File: src/rtl/plom_pkg.sv
// Package for the price level order matcher: widths, report codes,
// controller states and the cell control struct. No dependencies.
`timescale 1ns / 1ps
`default_nettype none

package plom_pkg;

    localparam int ID_W        = 32;
    localparam int QTY_W       = 32;
    localparam int KIND_W      = 3;
    localparam int LEFT_W      = 7;
    localparam int QUEUE_DEPTH = 16;
    localparam int MAX_REPORTS = 16;
    localparam int NREP_W      = $clog2(MAX_REPORTS + 1);

    localparam logic FUNC_ADD   = 1'b0;
    localparam logic FUNC_MATCH = 1'b1;

    localparam logic [KIND_W-1:0] KIND_ACK     = 3'd0;
    localparam logic [KIND_W-1:0] KIND_FILL    = 3'd1;
    localparam logic [KIND_W-1:0] KIND_PARTIAL = 3'd2;
    localparam logic [KIND_W-1:0] KIND_NONE    = 3'd3;
    localparam logic [KIND_W-1:0] KIND_REJECT  = 3'd4;

    typedef enum logic {
        S_IDLE,
        S_WALK
    } t_state;

    // Per-cell control: shift toward the head, or load id and/or quantity.
    typedef struct packed {
        logic shift;
        logic load_id;
        logic load_qty;
    } t_cell_ctl;

endpackage

`default_nettype wire

File: src/rtl/plom_req_if.sv
// Request channel of the order matcher: valid/ready and one order beat.
// Depends on plom_pkg for field widths.
`timescale 1ns / 1ps
`default_nettype none

interface plom_req_if;
    logic                        valid;
    logic                        ready;
    logic                        func;
    logic [plom_pkg::ID_W-1:0]   req_id;
    logic [plom_pkg::QTY_W-1:0]  quantity;

    modport source (output valid, output func, output req_id, output quantity,
                    input ready);
    modport sink   (input valid, input func, input req_id, input quantity,
                    output ready);
endinterface

`default_nettype wire

File: src/rtl/plom_rpt_if.sv
// Report channel of the order matcher: valid/ready and one report beat.
// Depends on plom_pkg for field widths.
`timescale 1ns / 1ps
`default_nettype none

interface plom_rpt_if;
    logic                         valid;
    logic                         ready;
    logic [plom_pkg::KIND_W-1:0]  report_kind;
    logic [plom_pkg::ID_W-1:0]    resting_id;
    logic [plom_pkg::QTY_W-1:0]   fill_quantity;
    logic                         fully_filled;
    logic [plom_pkg::LEFT_W-1:0]  orders_left;
    logic                         last;

    modport source (output valid, output report_kind, output resting_id,
                    output fill_quantity, output fully_filled, output orders_left,
                    output last, input ready);
    modport sink   (input valid, input report_kind, input resting_id,
                    input fill_quantity, input fully_filled, input orders_left,
                    input last, output ready);
endinterface

`default_nettype wire

File: src/rtl/plom_cell.sv
// One queue cell: holds a resting order's id and quantity, shifts in its
// neighbor's entry on a pop. Depends on plom_pkg.
`timescale 1ns / 1ps
`default_nettype none

module plom_cell (
    input  wire                          i_clk,
    input  wire plom_pkg::t_cell_ctl     i_ctl,
    input  wire [plom_pkg::ID_W-1:0]     i_wr_id,
    input  wire [plom_pkg::QTY_W-1:0]    i_wr_qty,
    input  wire [plom_pkg::ID_W-1:0]     i_nb_id,
    input  wire [plom_pkg::QTY_W-1:0]    i_nb_qty,
    output logic [plom_pkg::ID_W-1:0]    o_id,
    output logic [plom_pkg::QTY_W-1:0]   o_qty
);

    logic [plom_pkg::ID_W-1:0]  r_id;
    logic [plom_pkg::QTY_W-1:0] r_qty;

    // Contents are only meaningful below the fill count, so no reset.
    always_ff @(posedge i_clk) begin
        if (i_ctl.shift) begin
            r_id  <= i_nb_id;
            r_qty <= i_nb_qty;
        end else begin
            if (i_ctl.load_id) begin
                r_id <= i_wr_id;
            end
            if (i_ctl.load_qty) begin
                r_qty <= i_wr_qty;
            end
        end
    end

    assign o_id  = r_id;
    assign o_qty = r_qty;

endmodule

`default_nettype wire

File: src/rtl/price_level_order_matcher_unit.sv
// Price level order matcher: a row of plom_cell queue cells with the head
// in cell 0, plus the match controller. Depends on plom_pkg, plom_cell and
// the plom_req_if / plom_rpt_if interfaces.
// Usage: requests arrive on i_req (func 0 adds a resting order, func 1
// matches an incoming quantity); reports leave on o_rpt. Every request gives
// one or more report beats, and the final beat of a request has last set.
// A beat moves when valid and ready are both high.
// The first report is registered from the request beat. An add, a reject,
// an empty-level match or a single-order match gives one report. A match that
// walks the level produces one report per cycle while the receiver takes each
// beat, one per resting order touched, and at most MAX_REPORTS; the request
// side is held off until the walk has given its final report. The walk rate
// is set by the single head compare/subtract feeding the cell row each cycle.
// Reset (synchronous, active low) empties the level: the fill count, the
// walk state and the report valid clear; the cell contents are not reset,
// since cells above the fill count are never reported.
// When the receiver stalls, the report register holds its beat and no new
// step is taken, so the queue state does not advance until the beat moves.
// The next request is taken in the same cycle the previous final beat moves,
// so with o_rpt ready, back-to-back one-report requests run at one per cycle.
`timescale 1ns / 1ps
`default_nettype none

module price_level_order_matcher_unit #(
    parameter int QUEUE_DEPTH = plom_pkg::QUEUE_DEPTH
) (
    input  wire          i_clk,
    input  wire          i_rst_n,
    plom_req_if.sink     i_req,
    plom_rpt_if.source   o_rpt
);

    localparam int CNT_W = $clog2(QUEUE_DEPTH + 1);

    // Cell row outputs; cell 0 is the head of the level.
    logic [plom_pkg::ID_W-1:0]  w_id  [QUEUE_DEPTH];
    logic [plom_pkg::QTY_W-1:0] w_qty [QUEUE_DEPTH];

    plom_pkg::t_state r_state, n_state;
    logic [CNT_W-1:0]            r_count, n_count;
    logic [plom_pkg::QTY_W-1:0]  r_rem, n_rem;
    logic [plom_pkg::NREP_W-1:0] r_nrep, n_nrep;
    logic                        r_out_valid, n_out_valid;

    // Report register payload.
    logic [plom_pkg::KIND_W-1:0] r_kind, n_kind;
    logic [plom_pkg::ID_W-1:0]   r_rid, n_rid;
    logic [plom_pkg::QTY_W-1:0]  r_fill, n_fill;
    logic                        r_full, n_full;
    logic [plom_pkg::LEFT_W-1:0] r_left, n_left;
    logic                        r_last, n_last;

    logic                        can_emit;
    logic                        emit;
    logic                        add_load;
    logic                        head_wr;
    logic                        do_shift;
    logic [plom_pkg::QTY_W-1:0]  rem_sel;
    logic [plom_pkg::QTY_W-1:0]  take;
    logic [plom_pkg::QTY_W-1:0]  rem_new;
    logic [plom_pkg::QTY_W-1:0]  head_left;
    logic                        head_le;
    logic [CNT_W-1:0]            cnt_step;
    logic [plom_pkg::NREP_W-1:0] nrep_step;
    logic                        step_last;
    logic [plom_pkg::QTY_W-1:0]  wr_qty;

    // The report register can take a new beat when empty or being drained.
    assign can_emit = !r_out_valid || o_rpt.ready;

    // One walk step against the head order. In idle the step uses the
    // incoming quantity, during a walk the remainder left by the last step.
    assign rem_sel   = (r_state == plom_pkg::S_IDLE) ? i_req.quantity : r_rem;
    assign head_le   = (w_qty[0] <= rem_sel);
    assign take      = head_le ? w_qty[0] : rem_sel;
    assign rem_new   = rem_sel - take;
    assign head_left = w_qty[0] - take;
    assign cnt_step  = head_le ? (r_count - CNT_W'(1)) : r_count;
    assign nrep_step = ((r_state == plom_pkg::S_IDLE) ? '0 : r_nrep)
                       + plom_pkg::NREP_W'(1);
    assign step_last = (rem_new == '0) || (cnt_step == '0)
                       || (nrep_step == plom_pkg::NREP_W'(plom_pkg::MAX_REPORTS));

    always_comb begin
        n_state     = r_state;
        n_count     = r_count;
        n_rem       = r_rem;
        n_nrep      = r_nrep;
        emit        = 1'b0;
        add_load    = 1'b0;
        head_wr     = 1'b0;
        do_shift    = 1'b0;
        n_kind      = r_kind;
        n_rid       = r_rid;
        n_fill      = r_fill;
        n_full      = r_full;
        n_left      = r_left;
        n_last      = r_last;
        i_req.ready = 1'b0;

        unique case (r_state)
            plom_pkg::S_IDLE: begin
                i_req.ready = can_emit;
                if (i_req.valid && can_emit) begin
                    emit = 1'b1;
                    if (i_req.func == plom_pkg::FUNC_ADD) begin
                        n_rid  = i_req.req_id;
                        n_fill = '0;
                        n_full = 1'b0;
                        n_last = 1'b1;
                        if (r_count == CNT_W'(QUEUE_DEPTH)) begin
                            n_kind = plom_pkg::KIND_REJECT;
                            n_left = plom_pkg::LEFT_W'(r_count);
                        end else begin
                            add_load = 1'b1;
                            n_count  = r_count + CNT_W'(1);
                            n_kind   = plom_pkg::KIND_ACK;
                            n_left   = plom_pkg::LEFT_W'(r_count + CNT_W'(1));
                        end
                    end else if (r_count == '0) begin
                        n_kind = plom_pkg::KIND_NONE;
                        n_rid  = '0;
                        n_fill = '0;
                        n_full = 1'b0;
                        n_left = '0;
                        n_last = 1'b1;
                    end else begin
                        // An exact match of the head is the only fill kind.
                        do_shift = head_le;
                        head_wr  = !head_le;
                        n_count  = cnt_step;
                        n_rem    = rem_new;
                        n_nrep   = nrep_step;
                        n_kind   = (w_qty[0] == i_req.quantity) ? plom_pkg::KIND_FILL
                                                                : plom_pkg::KIND_PARTIAL;
                        n_rid    = w_id[0];
                        n_fill   = take;
                        n_full   = step_last && (rem_new == '0);
                        n_left   = plom_pkg::LEFT_W'(cnt_step);
                        n_last   = step_last;
                        n_state  = step_last ? plom_pkg::S_IDLE : plom_pkg::S_WALK;
                    end
                end
            end
            plom_pkg::S_WALK: begin
                if (can_emit) begin
                    emit     = 1'b1;
                    do_shift = head_le;
                    head_wr  = !head_le;
                    n_count  = cnt_step;
                    n_rem    = rem_new;
                    n_nrep   = nrep_step;
                    n_kind   = plom_pkg::KIND_PARTIAL;
                    n_rid    = w_id[0];
                    n_fill   = take;
                    n_full   = step_last && (rem_new == '0);
                    n_left   = plom_pkg::LEFT_W'(cnt_step);
                    n_last   = step_last;
                    n_state  = step_last ? plom_pkg::S_IDLE : plom_pkg::S_WALK;
                end
            end
            default: begin
                n_state = plom_pkg::S_IDLE;
            end
        endcase

        if (emit) begin
            n_out_valid = 1'b1;
        end else if (o_rpt.ready) begin
            n_out_valid = 1'b0;
        end else begin
            n_out_valid = r_out_valid;
        end
    end

    always_ff @(posedge i_clk) begin
        if (!i_rst_n) begin
            r_state     <= plom_pkg::S_IDLE;
            r_count     <= '0;
            r_rem       <= '0;
            r_nrep      <= '0;
            r_out_valid <= 1'b0;
        end else begin
            r_state     <= n_state;
            r_count     <= n_count;
            r_rem       <= n_rem;
            r_nrep      <= n_nrep;
            r_out_valid <= n_out_valid;
        end
    end

    always_ff @(posedge i_clk) begin
        r_kind <= n_kind;
        r_rid  <= n_rid;
        r_fill <= n_fill;
        r_full <= n_full;
        r_left <= n_left;
        r_last <= n_last;
    end

    assign o_rpt.valid         = r_out_valid;
    assign o_rpt.report_kind   = r_kind;
    assign o_rpt.resting_id    = r_rid;
    assign o_rpt.fill_quantity = r_fill;
    assign o_rpt.fully_filled  = r_full;
    assign o_rpt.orders_left   = r_left;
    assign o_rpt.last          = r_last;

    // Shared write quantity: the reduced head on a partial step, else the
    // quantity of the order being added.
    assign wr_qty = head_wr ? head_left : i_req.quantity;

    // The cell row. A pop shifts every cell toward the head; an add loads
    // the cell at the fill count.
    for (genvar gi = 0; gi < QUEUE_DEPTH; gi++) begin : g_cell
        plom_pkg::t_cell_ctl        w_ctl;
        logic [plom_pkg::ID_W-1:0]  w_nb_id;
        logic [plom_pkg::QTY_W-1:0] w_nb_qty;

        assign w_ctl = '{shift:    do_shift,
                         load_id:  add_load && (r_count == CNT_W'(gi)),
                         load_qty: (add_load && (r_count == CNT_W'(gi)))
                                   || ((gi == 0) && head_wr)};

        if (gi == QUEUE_DEPTH - 1) begin : g_end
            assign w_nb_id  = '0;
            assign w_nb_qty = '0;
        end else begin : g_mid
            assign w_nb_id  = w_id[gi + 1];
            assign w_nb_qty = w_qty[gi + 1];
        end

        plom_cell u_cell (
            .i_clk    (i_clk),
            .i_ctl    (w_ctl),
            .i_wr_id  (i_req.req_id),
            .i_wr_qty (wr_qty),
            .i_nb_id  (w_nb_id),
            .i_nb_qty (w_nb_qty),
            .o_id     (w_id[gi]),
            .o_qty    (w_qty[gi])
        );
    end

`ifndef SYNTHESIS
    // The fill count never exceeds the number of cells.
    a_count_bound : assert property (@(posedge i_clk) disable iff (!i_rst_n)
        r_count <= CNT_W'(QUEUE_DEPTH))
        else $error("order count above queue depth");

    // No request is taken while a walk is still producing reports.
    a_walk_blocks : assert property (@(posedge i_clk) disable iff (!i_rst_n)
        (r_state == plom_pkg::S_WALK) |-> !i_req.ready)
        else $error("request accepted during walk");

    // A walk never runs past the report limit.
    a_walk_limit : assert property (@(posedge i_clk) disable iff (!i_rst_n)
        (r_state == plom_pkg::S_WALK) |->
            (r_nrep < plom_pkg::NREP_W'(plom_pkg::MAX_REPORTS)))
        else $error("walk exceeded report limit");

    // An empty-level report leaves the level empty and closes the request.
    a_none_empty : assert property (@(posedge i_clk) disable iff (!i_rst_n)
        (o_rpt.valid && (o_rpt.report_kind == plom_pkg::KIND_NONE)) |->
            ((r_count == '0) && o_rpt.last))
        else $error("no-orders report with resting orders");
`endif

endmodule

`default_nettype wire
File: src/flat_wrapper.sv
// flat-port wrapper written by rule: the top's interface ports become plain ports
module price_level_order_matcher_unit_flat 
#(
    parameter int QUEUE_DEPTH = plom_pkg::QUEUE_DEPTH
)
  (i_clk, i_rst_n, i_req_valid, i_req_func, i_req_req_id, i_req_quantity, i_req_ready, o_rpt_valid, o_rpt_report_kind, o_rpt_resting_id, o_rpt_fill_quantity, o_rpt_fully_filled, o_rpt_orders_left, o_rpt_last, o_rpt_ready);
  plom_req_if i_req_i ();
  plom_rpt_if o_rpt_i ();
  input  wire i_clk;
  input  wire i_rst_n;
  input wire logic [$bits(i_req_i.valid)-1:0] i_req_valid;
  input wire logic [$bits(i_req_i.func)-1:0] i_req_func;
  input wire logic [$bits(i_req_i.req_id)-1:0] i_req_req_id;
  input wire logic [$bits(i_req_i.quantity)-1:0] i_req_quantity;
  output wire logic [$bits(i_req_i.ready)-1:0] i_req_ready;
  output wire logic [$bits(o_rpt_i.valid)-1:0] o_rpt_valid;
  output wire logic [$bits(o_rpt_i.report_kind)-1:0] o_rpt_report_kind;
  output wire logic [$bits(o_rpt_i.resting_id)-1:0] o_rpt_resting_id;
  output wire logic [$bits(o_rpt_i.fill_quantity)-1:0] o_rpt_fill_quantity;
  output wire logic [$bits(o_rpt_i.fully_filled)-1:0] o_rpt_fully_filled;
  output wire logic [$bits(o_rpt_i.orders_left)-1:0] o_rpt_orders_left;
  output wire logic [$bits(o_rpt_i.last)-1:0] o_rpt_last;
  input wire logic [$bits(o_rpt_i.ready)-1:0] o_rpt_ready;
  assign i_req_i.valid = i_req_valid;
  assign i_req_i.func = i_req_func;
  assign i_req_i.req_id = i_req_req_id;
  assign i_req_i.quantity = i_req_quantity;
  assign i_req_ready = i_req_i.ready;
  assign o_rpt_valid = o_rpt_i.valid;
  assign o_rpt_report_kind = o_rpt_i.report_kind;
  assign o_rpt_resting_id = o_rpt_i.resting_id;
  assign o_rpt_fill_quantity = o_rpt_i.fill_quantity;
  assign o_rpt_fully_filled = o_rpt_i.fully_filled;
  assign o_rpt_orders_left = o_rpt_i.orders_left;
  assign o_rpt_last = o_rpt_i.last;
  assign o_rpt_i.ready = o_rpt_ready;
  price_level_order_matcher_unit #(.QUEUE_DEPTH(QUEUE_DEPTH)) u_core (.i_clk(i_clk), .i_rst_n(i_rst_n), .i_req(i_req_i), .o_rpt(o_rpt_i));
endmodule
File: config.mk
export PLATFORM = sky130hd
export DESIGN_NAME = price_level_order_matcher_unit_flat
export DESIGN_NICKNAME = d
export VERILOG_FILES = /design/src/rtl/plom_pkg.sv /design/src/rtl/plom_req_if.sv /design/src/rtl/plom_rpt_if.sv /design/src/rtl/plom_cell.sv /design/src/rtl/price_level_order_matcher_unit.sv /design/src/flat_wrapper.sv
export SDC_FILE = /design/constraint.sdc
export NUM_CORES = 2
export LEC_CHECK = 0
export ABC_AREA = 1
export BUFFER_PORTS_ARGS = -buffer_cell sky130_fd_sc_hd__buf_2
export CAP_MARGIN = 10
export CORE_ASPECT_RATIO = 0.9
export CORE_MARGIN = 5
export CORE_UTILIZATION = 65
export DETAILED_ROUTE_END_ITERATION = 8
export GPL_TIMING_DRIVEN = 1
export PLACE_DENSITY = 0.83
export SYNTH_ARGS = -nofsm -noshare
export SYNTH_HDL_FRONTEND = slang
export SYNTH_SLANG_ARGS = --single-unit
File: constraint.sdc
create_clock -name i_clk -period 14.75 [get_ports i_clk]
set_input_delay 0.7375 -clock i_clk [delete_from_list [all_inputs] [get_ports i_clk]]
set_output_delay 0.7375 -clock i_clk [all_outputs]
set_load 0.05 [all_outputs]
==> flow_summary.json <==
{
  "crit_arrival_ps": 8070,
  "dr.pass1.iters": 6,
  "post_cts_buffers": 0,
  "synth.area.mux_share_pct": 0,
  "slowest_stage": "buf_4",
  "core_mm2": 0.0776,
  "grt.total_usage_pct": 30.1,
  "synth_top_family_by_area": "simple AND/OR/NAND/NOR gates",
  "holdBufCountCts": 0,
  "antenna_found_initial": 3,
  "cp-end-kind": "flip-flop",
  "wl_um": 128000,
  "die_h_um": 275,
  "seqCellArea_mm2": 0.0332,
  "grt_pass1_wl_um": 196000,
  "multiInputGateArea_mm2": 0.0154,
  "fin_skew_ps": 30.8,
  "num_vias": 36362,
  "avgSynthCellArea_um2": 9.90,
  "ant_nets": 0,
  "initial_core_util_pct": 65.3,
  "async_flop_share_pct": 0,
  "synthSimpleGateAreaFrac_pct": 22.1,
  "avgViaCountPerCell": 5.77,
  "required_ps": 15130,
  "die_area_mm2": 0.0836,
  "io_buffer_count": 145,
  "ys_ff_latch": 1143,
  "cp_max_fo": 74,
  "cts_resized": 0,
  "yosysTopAreaCellShare_pct": 61.4,
  "synth.distinct_cells": 54,
  "drt_iter0_drc": 4737,
  "syn-num-nets": 5280,
  "final_layout_size_suffix_gt1_share_pct": 8.84,
  "synth-edff-count": 1035,
  "grt_max_degree": 121,
  "finalCritPeriodShare_pct": 52.1,
  "worst_slew_pin_slew_ps": 1140,
  "place_congestion": 0.973,
  "ys_seq_area_share_pct": 65.6,
  "cap_viol_max_count": 0,
  "worst-setup-path-type": "reg -> reg",
  "path_common_cell": "nand2_1",
  "synth_compound_area_share_pct": 4.55,
  "cts.path.max_buffers": 3,
  "synth_adder_area_share_pct": 2.35,
  "setup_viol": 0,
  "rows": 97,
  "slowest_delay_ps": 590,
  "syn_inst": 5117,
  "numCtsBuffers": 106,
  "synth_area_leader_cell": "edfxtp_1",
  "fin_crit_ps": 7690,
  "outcome": "finished, final reports clean",
  "syn_area_mm2": 0.0507,
  "first_global_vias": 34525,
  "synth-xor-area-share_pct": 1.02,
  "clkSinkCount": 1143,
  "root_buffer": "clkbuf_16",
  "area_delta_synth_final_pct": 9.83,
  "yosysWarnings": 0,
  "cts_tree": "built",
  "setup_tns_ps": 0,
  "fillers": 5244,
  "slew-limit-headroom_pct": 23.9,
  "clk_pin_slew_ps": 60,
  "cp-start-kind": "flip-flop",
  "finalNetCount": 5330,
  "fmax_mhz": 130,
  "synth.area.top_cells": "edfxtp_1 61%, nand2_1 18%, dfxtp_1 4.3%, ha_1 2.3%, inv_1 2.2%",
  "wire_per_inst_um": 20.4,
  "cp_top_family": "compound AO/OA/AOI/OAI gates",
  "critical_path_buf_inv_count": 4,
  "min_path_type": "in -> reg",
  "yosysMostFrequentCell": "nand2_1",
  "grt.overflow.total": 0,
  "ios": 147,
  "drcViolationCount": 0,
  "hold_viol_final": 0,
  "die_w_um": 304,
  "drv_slew": 0,
  "dp_hpwl_um": 77900,
  "clk-insertion-delay-late_ps": 690,
  "rsz0062_at_grt": "no",
  "synth_common_cells": "2,493 x nand2_1, 1,035 x edfxtp_1, 291 x inv_1, 191 x o21ai_0, 156 x nor2_1",
  "h-tree-depth": 3,
  "ys.flop_type": "edfxtp_1"
}
==> flip-flops by register name, summed over array words and instances, names as in the netlist <==
register / count
u_core.o_rpt.last: 1
u_core.g_cell.u_cell.o_id: 512
u_core.o_rpt.fill_quantity: 32
u_core.r_rem: 32
u_core.o_rpt.orders_left: 6
u_core.o_rpt.valid: 1
u_core.r_state: 1
u_core.o_rpt.resting_id: 32
u_core.o_rpt.report_kind: 3
u_core.o_rpt.fully_filled: 1
u_core.r_nrep: 5
u_core.g_cell.u_cell.o_qty: 512
u_core.r_count: 5
==> layout make-up <==
type	instances	share of cell area (%)
repair buffers	190	1.91
clock inverters	46	0.884
flip-flops and latches	1143	59.8
clock buffers	153	5.38
inverters	302	2.04
multi-input cells	3424	27.7
well taps	1039	2.34
diodes	3	0.0135
==> worst paths after layout <==
path | startpoint | to | slack (ps) | cells past startpoint
max | u_core.r_state | u_core.g_cell[14].u_cell.o_qty[26] | 7060 | 36
min | i_req_req_id[27] | u_core.g_cell[15].u_cell.o_id[27] | 330 | 3
max reg2reg | u_core.r_state | u_core.g_cell[14].u_cell.o_qty[26] | 7060 | 36
min reg2reg | u_core.g_cell[15].u_cell.o_id[25] | u_core.g_cell[15].u_cell.o_id[25] | 470 | 2
==> worst register-to-register path, delay by kind of cell (launching register included) <==
family          cells  cell delay [ps]
simple gates       17             1900
compound gates     12             2260
fa+ha+maj           2              720
flops               1              300
xor+xnor            1              180
buf+inv             4             2050
==> per-layer routing <==
| layer | routed length (um) | track usage, % | part of all wire [%] |
|---|---|---|---|
| met1 | 50900 | 42.6 | 40 |
| met2 | 61000 | 49.2 | 48 |
| met3 | 12700 | 5.01 | 9.9 |
| met4 | 3730 | 8.89 | 2.9 |
| met5 | 0 | 0 | 0 |
==> metrics by stage <==
stage / hold WS [ps] / utilization [%] / setup slack, ps / instances / instance area (um^2)
after floorplan: 441 / - / 6200 / 5117 / 50700
after global routing: 310 / 71.7 / 6420 / 6300 / 55600
after detailed placement: 454 / 67.2 / 7370 / 6098 / 52100
after CTS: 298 / 71.7 / 7210 / 6297 / 55600
final: 329 / 71.7 / 7060 / 6300 / 55600
after global placement: 448 / 67.2 / 7500 / 6098 / 52100
==> cells by family (layout without fill, tap and decap cells) <==
| logic type | count (synthesis) | count (layout) |
|---|---|---|
| and+or+nand+nor | 2851 | 2851 |
| DFF | 1143 | 1143 |
| buffers and inverters | 550 | 691 |
| AOI/OAI and AO/OA | 419 | 419 |
| adders and majority gates | 94 | 94 |
| xor gates and xnor gates | 59 | 59 |
| other | 1 | 4 |
==> cell usage in the layout, fill, tap and decap left out, types with 6 or more instances in the layout <==
cell type / n
inv_2: 9
a21o_1: 6
nor2_2: 7
o21ai_4: 12
xnor2_1: 35
clkbuf_8: 12
inv_1: 290
ha_1: 92
o21ai_0: 179
nand3_1: 86
a21oi_1: 143
nand2_2: 10
nand3_2: 14
xor2_1: 24
clkinv_1: 10
o21ai_2: 12
clkbuf_1: 33
clkinv_2: 18
nand2_1: 2491
nand4_1: 26
dfxtp_1: 108
bufinv_16: 6
buf_2: 145
edfxtp_1: 1035
or2_2: 31
a21boi_2: 6
buf_4: 45
o21ai_1: 18
clkbuf_16: 108
o211ai_1: 17
nor3_1: 12
inv_6: 7
nor2_1: 154
Power is left out: the tool's default activity adds up to more than one toggle a clock period on the data nets, which glitch-free logic cannot reach.
